===== src/design/tzol_pkg.sv =====
package tzol_pkg;

   localparam int unsigned CSR_DW     = 11;
   localparam int unsigned SCAN_LANES = 16;
   localparam logic [31:0] DIV60_MAGIC = 32'h8888_8889;
   localparam int unsigned DIV60_SHIFT = 37;

   typedef enum logic [1:0] {
      CMD_WR_TRANS = 2'd0,
      CMD_WR_TYPE  = 2'd1,
      CMD_QUERY    = 2'd2,
      CMD_RSVD     = 2'd3
   } cmd_type;

   typedef enum logic [0:0] {
      CSR_TRANS_COUNT = 1'b0,
      CSR_TYPE_COUNT  = 1'b1
   } csr_index_type;

endpackage


===== src/design/tzol_div60.sv =====
module tzol_div60
   import tzol_pkg::*;
(
   input  logic               clock,
   input  logic               reset,
   input  logic               in_valid,
   input  logic signed [31:0] dividend,
   output logic signed [26:0] quotient
);
   logic [31:0] abs_ff, abs_in;
   logic        neg1_ff, neg2_ff;
   logic        v1_ff;
   logic [63:0] prod_ff;
   logic [26:0] mag;

   // x / 60 for x < 2^32 via reciprocal multiply
   assign abs_in = dividend[31] ? (~dividend + 32'd1) : dividend;

   always_ff @(posedge clock) begin
      if (reset) begin
         v1_ff <= 1'b0;
      end else begin
         v1_ff <= in_valid;
      end
   end

   always_ff @(posedge clock) begin
      if (in_valid) begin
         abs_ff  <= abs_in;
         neg1_ff <= dividend[31];
      end
      if (v1_ff) begin
         prod_ff <= 64'(abs_ff) * 64'(DIV60_MAGIC);
         neg2_ff <= neg1_ff;
      end
   end

   assign mag      = prod_ff[63:DIV60_SHIFT];
   assign quotient = neg2_ff ? $signed(~mag + 27'd1) : $signed(mag);
endmodule


===== config.mk =====
export PLATFORM = sky130hd
export DESIGN_NAME = tzol_div60
export DESIGN_NICKNAME = d
export VERILOG_FILES = /design/src/design/tzol_pkg.sv /design/src/design/tzol_div60.sv
export SDC_FILE = /design/constraint.sdc
export NUM_CORES = 1
export LEC_CHECK = 0
export ABC_AREA = 0
export BUFFER_PORTS_ARGS = -buffer_cell sky130_fd_sc_hd__buf_2
export CAP_MARGIN = 20
export CORE_MARGIN = 2
export CORE_UTILIZATION = 60
export CTS_CLUSTER_DIAMETER = 50
export DETAILED_ROUTE_END_ITERATION = 6
export GPL_TIMING_DRIVEN = 0
export PLACE_DENSITY = 0.78
export SLEW_MARGIN = 20
export SYNTH_ARGS = -nofsm -noshare
export SYNTH_HDL_FRONTEND = slang
export SYNTH_SLANG_ARGS = --single-unit

===== constraint.sdc =====
create_clock -name clock -period 16.7 [get_ports clock]
set_input_delay 1.67 -clock clock [delete_from_list [all_inputs] [get_ports clock]]
set_output_delay 1.67 -clock clock [all_outputs]
set_load 0.05 [all_outputs]

# [Word-level counts from Yosys, hierarchy flattened]
# Cells that the tools add are included.
[word_totals] ff_bits=99 input_bits=35 wordCells=13
[op_classes] addsub=2 n_mul=1 n_mux=2 bitwise=2
[ops] operator="$mul 32x32->64 const B" n=1
[ops] operator="$add 32x1->32 const B" n=1
[ops] operator="$not 32->32" n=1
[ops] operator="$mux 31" n=1
[ops] operator="$add 27x1->27 const B" n=1
[ops] operator="$mux 27" n=1
[ops] operator="$not 27->27" n=1

# [Logic depth before layout (Yosys ltp)]
[depth] ltp_word=3 ltp_mapped=22 depth_no_buf=22

# [Least setup slack after synthesis]
# Ideal clock, no wire load.
[synth_path] path_kind="register to register" start="reg abs_ff[1]" end="reg prod_ff[61], data pin" setup_ns=0.256 arrival_ns=6.195 required_ns=16.444 setup_slack_ns=10.249 stages_incl_launch_ff=23 n_path_buf=0 period_less_slack_ns=6.451 path_cell_list="edfxtp_1 -> ha_1 -> inv_1 -> fa_1 -> inv_1 -> fa_1 -> inv_1 -> fa_1 -> fa_1 -> inv_1 -> fa_1 -> inv_1 -> fa_1 -> inv_1 -> ha_1 -> and4_1 -> and3_1 -> a31oi_1 -> a21o_1 -> nand4b_1 -> a211o_1 -> a211o_1 -> and4_1"
[synth_between] elab_chain_cells=1
[synth_lines] element="from (decl)" line="tzol_div60.sv:10" source="logic [31:0] abs_ff, abs_in;"
[synth_lines] element="from (signal assigned)" line="tzol_div60.sv:29" source="abs_ff <= abs_in;"
[synth_lines] element="$mul 32x32->64" line="tzol_div60.sv:33" source="prod_ff <= 64'(abs_ff) * 64'(DIV60_MAGIC);"
[synth_lines] element="to (signal assigned)" line="tzol_div60.sv:33"
[synth_lines] element="to (decl)" line="tzol_div60.sv:13" source="logic [63:0] prod_ff;"
# No other way between the ends.
# A chain may end at the register's enable or synchronous reset.

# [Worst setup path in the final report]
[layout_path] start="reg abs_ff[1]" end="reg prod_ff[56], data pin"
# The elaborated chain is that of the path after synthesis.

==> metrics.md <==
| Metric | Value |
|---|---|
| Post-synth EDFFs | `61` |
| Pin count of the biggest net entering global routing | `35` |
| Row cnt | `53` |
| Overall die width | `151 um` |
| Most area-hungry cell type in the Yosys netlist | `sky130_fd_sc_hd__ha_1` |
| Starting DRT DRC Count | `543` |
| Category of the worst setup path capture point | `flip-flop` |
| Commonest register cell after synthesis | `sky130_fd_sc_hd__edfxtp_1` |
| Post-CTS setup-driven buffer insertion count | `0` |
| Count of distinct cell types in the synthesized netlist | `57` |
| Post-synthesis area per instance | `9.87 um^2` |
| Commonest cells post-synth | `sky130_fd_sc_hd__inv_1 (327), sky130_fd_sc_hd__ha_1 (302), sky130_fd_sc_hd__fa_1 (157)` |
| Critical register-to-register path endpoint | `prod_ff[56]$_DFFE_PP_` |
| Net Count, Synth | `1814` |
| Data arrival at the endpoint of the critical path | `7.43 ns` |
| Core Region | `21200 um^2` |
| Post-DP HPWL | `25.2 mm` |
| 1st-pass router iterations | `5` |
| Fraction of layout cells with a size suffix above 1 | `0.0630` |
| Multi-input logic area | `9880 um^2` |
| Worst min path class | `reg -> reg` |
| Launch instance of the worst min-delay path | `neg1_ff$_DFFE_PP_` |
| Layout-stage area growth over the synthesis result | `7.23%` |
| #FFs+latches synth | `62` |
| Critical path startpoint category | `flip-flop` |
| Sequential share of the synthesized area | `0.142` |
| Final nets | `1886` |
| Number of diodes | `0` |
| Crit path time final | `7.29 ns` |
| Antenna-violating nets left | `0` |
| Crit Path Category | `reg -> reg` |
| Vias per cell | `5.66` |
| CP Max Fanout | `5` |
| Initial antenna violation count | `0` |
| Post-Route Setup TNS | `0 ns` |
| Final setup violation count | `0` |
| Aggregate global routing overflow | `0` |
| Average wire per standard cell | `17.7 um` |
| Worst-margin pin slew | `0.764 ns` |
| Later-pin clock latency in the skew report | `0.34 ns` |
| Starting density of the core | `0.616` |
| Post-Synthesis Cells | `1320` |
| Number of port buffers | `61` |
| Overall die area | `22900 um^2` |
| Vias in the first global route | `9538` |
| Seq. cell area | `1850 um^2` |
| Most frequently used cell type in the post-synthesis netlist | `sky130_fd_sc_hd__inv_1` |
| Hold-fix buffer count after cts | `0` |
| Overall routed net length | `29.6 mm` |
| Cell area reported after detailed placement | `13700 um^2` |
| Number of remaining DRC errors | `0` |
| CP Data Required Time | `16.84 ns` |
| Die Span Y | `151 um` |
| Clock sinks | `62` |
| Share of synthesized flip-flops with an asynchronous set or reset | `0` |
| Largest buffer count on any clock path | `2` |
| Area fraction of the dominant cell type after synthesis | `0.290` |
| Syn. warnings | `0` |
| RD Place Congestion | `0.919` |
| Max cap viols | `0` |
| Clock-pin slew on the worst setup and hold paths | `0.06 ns` |
| H-Tree Level Count | `3` |
| Area of the mapped netlist | `13000 um^2` |
| Setup slack, reg-to-reg | `9.41 ns` |
| Vias | `9463` |
| Worst hold path stage count | `0` |
| Global-route wire length before repair | `47.8 mm` |
| I/O pin total | `62` |
| Clock Skew | `0.0102 ns` |
| Final design instance area without fill | `14000 um^2` |
| Largest cells by area after synthesis | `sky130_fd_sc_hd__ha_1 (29%), sky130_fd_sc_hd__fa_1 (24%), sky130_fd_sc_hd__edfxtp_1 (14%)` |
| Final-report max-slew violation count | `0` |
| Post-Route Hold Slack | `0.603 ns` |
| Total of fill cells in the finished design | `1675` |
| Maximum clock frequency | `137 MHz` |
| Global-route usage over all layers | `0.274` |
| Total clock buffers created by CTS | `9` |
| Clock tree from TritonCTS | `yes` |
| R2R depth | `22` |
| Unrepaired setup endpoints after global routing | `false` |
| Root buffer cell | `sky130_fd_sc_hd__clkbuf_16` |
| Run status | `finished, final reports clean` |
| Final Hold Violating Endpoints | `0` |
| Number of gates resized after cts | `0` |
| Hold endpoint | `neg2_ff$_DFFE_PP_` |
| Final clock period utilization by the worst path | `0.437` |
| Relative slew slack | `0.486` |
| Critical register-to-register path startpoint | `abs_ff[1]$_DFFE_PP_` |
-- cell type report --
class | instances | area share
Inverter | 327 | 0.0879
Multi-Input combinational cell | 916 | 0.708
Buffer | 15 | 0.00430
Sequential cell | 62 | 0.133
Clock buffer | 10 | 0.0164
Clock inverter | 6 | 0.00448
Timing Repair Buffer | 61 | 0.0219
Tap cell | 275 | 0.0246
-- worst max-delay path by stage --
stage                              startpoint                     to  cells after the start
after floorplan           abs_ff[1]$_DFFE_PP_  prod_ff[61]$_DFFE_PP_                     22
after global placement    abs_ff[5]$_DFFE_PP_  prod_ff[56]$_DFFE_PP_                     22
after detailed placement  abs_ff[5]$_DFFE_PP_  prod_ff[56]$_DFFE_PP_                     22
after CTS                 abs_ff[5]$_DFFE_PP_  prod_ff[56]$_DFFE_PP_                     22
after global routing      abs_ff[5]$_DFFE_PP_  prod_ff[62]$_DFFE_PP_                     22
final                     abs_ff[1]$_DFFE_PP_  prod_ff[56]$_DFFE_PP_                     22
-- layout by cell type, fill, tap and decap left out, types with 3 or more instances in the layout --
cell type / n
sky130_fd_sc_hd__a211o_1: 4
sky130_fd_sc_hd__a211oi_1: 5
sky130_fd_sc_hd__a21o_1: 25
sky130_fd_sc_hd__a21oi_1: 62
sky130_fd_sc_hd__a221oi_1: 4
sky130_fd_sc_hd__a31oi_1: 7
sky130_fd_sc_hd__a41oi_1: 3
sky130_fd_sc_hd__and2_1: 3
sky130_fd_sc_hd__and3_1: 9
sky130_fd_sc_hd__and4_1: 4
sky130_fd_sc_hd__buf_2: 61
sky130_fd_sc_hd__clkbuf_1: 14
sky130_fd_sc_hd__clkbuf_16: 9
sky130_fd_sc_hd__clkinvlp_4: 3
sky130_fd_sc_hd__edfxtp_1: 61
sky130_fd_sc_hd__fa_1: 157
sky130_fd_sc_hd__ha_1: 302
sky130_fd_sc_hd__inv_1: 327
sky130_fd_sc_hd__nand2_1: 60
sky130_fd_sc_hd__nand2b_1: 8
sky130_fd_sc_hd__nand3_1: 13
sky130_fd_sc_hd__nand4_1: 9
sky130_fd_sc_hd__nor2_1: 13
sky130_fd_sc_hd__nor2b_1: 5
sky130_fd_sc_hd__nor3_1: 8
sky130_fd_sc_hd__o211ai_1: 5
sky130_fd_sc_hd__o21a_1: 7
sky130_fd_sc_hd__o21ai_0: 47
sky130_fd_sc_hd__o21bai_1: 6
sky130_fd_sc_hd__o31ai_1: 11
sky130_fd_sc_hd__o41ai_1: 7
sky130_fd_sc_hd__or2_2: 3
sky130_fd_sc_hd__or3_1: 12
sky130_fd_sc_hd__or4_1: 6
sky130_fd_sc_hd__xnor2_1: 62
sky130_fd_sc_hd__xor2_1: 22
-- cells by family (layout without fill, tap and decap cells) --
logic type	Yosys count	count (layout)	synth area share
buffers and inverters	342	419	0.0989
XOR/XNOR	84	84	0.0565
AO/OA/AOI/OAI	210	210	0.105
AND/OR/NAND/NOR	163	163	0.0660
flip-flops	62	62	0.142
adder cells (fa/ha/maj)	459	459	0.532
-- layer usage --
metal | routed length, um | track usage
met5 | 0 | 0
met4 | 538 | 0.0706
met3 | 1890 | 0.0367
met2 | 13900 | 0.443
met1 | 13300 | 0.392
-- sequential cells by signal, summed over array words and instances, names as in the netlist --
name and count:
neg1_ff 1, v1_ff 1, neg2_ff 1, prod_ff 27
abs_ff 32
-- per-stage QoR --
stage | cells | utilization | setup WS [ns]
2_1_floorplan | 1320 | - | 10.25
3_3_place_gp | 1656 | 0.646 | 9.45
3_5_place_dp | 1656 | 0.646 | 9.48
4_1_cts | 1672 | 0.660 | 9.46
5_1_grt | 1672 | 0.660 | 9.02
6_report | 1672 | 0.660 | 9.41
-- worst max-delay path, stage by stage, from the launching register on --
cell and delay [ns]:
sky130_fd_sc_hd__edfxtp_1 0.56, sky130_fd_sc_hd__ha_1 0.48, sky130_fd_sc_hd__inv_1 0.09, sky130_fd_sc_hd__fa_1 0.57, sky130_fd_sc_hd__inv_1 0.07, sky130_fd_sc_hd__fa_1 0.50, sky130_fd_sc_hd__inv_1 0.06, sky130_fd_sc_hd__fa_1 0.49
sky130_fd_sc_hd__fa_1 0.57, sky130_fd_sc_hd__inv_1 0.07, sky130_fd_sc_hd__fa_1 0.54, sky130_fd_sc_hd__inv_1 0.06, sky130_fd_sc_hd__fa_1 0.53, sky130_fd_sc_hd__inv_1 0.06, sky130_fd_sc_hd__ha_1 0.32, sky130_fd_sc_hd__and4_1 0.33
sky130_fd_sc_hd__nand4_1 0.12, sky130_fd_sc_hd__a211o_1 0.26, sky130_fd_sc_hd__a211o_1 0.34, sky130_fd_sc_hd__a311o_1 0.44, sky130_fd_sc_hd__nand3_1 0.23, sky130_fd_sc_hd__a21oi_1 0.12, sky130_fd_sc_hd__xnor2_1 0.30
Power is not shown: default switching activity piles up to over one toggle a cycle in this logic, so the estimate is an artifact.
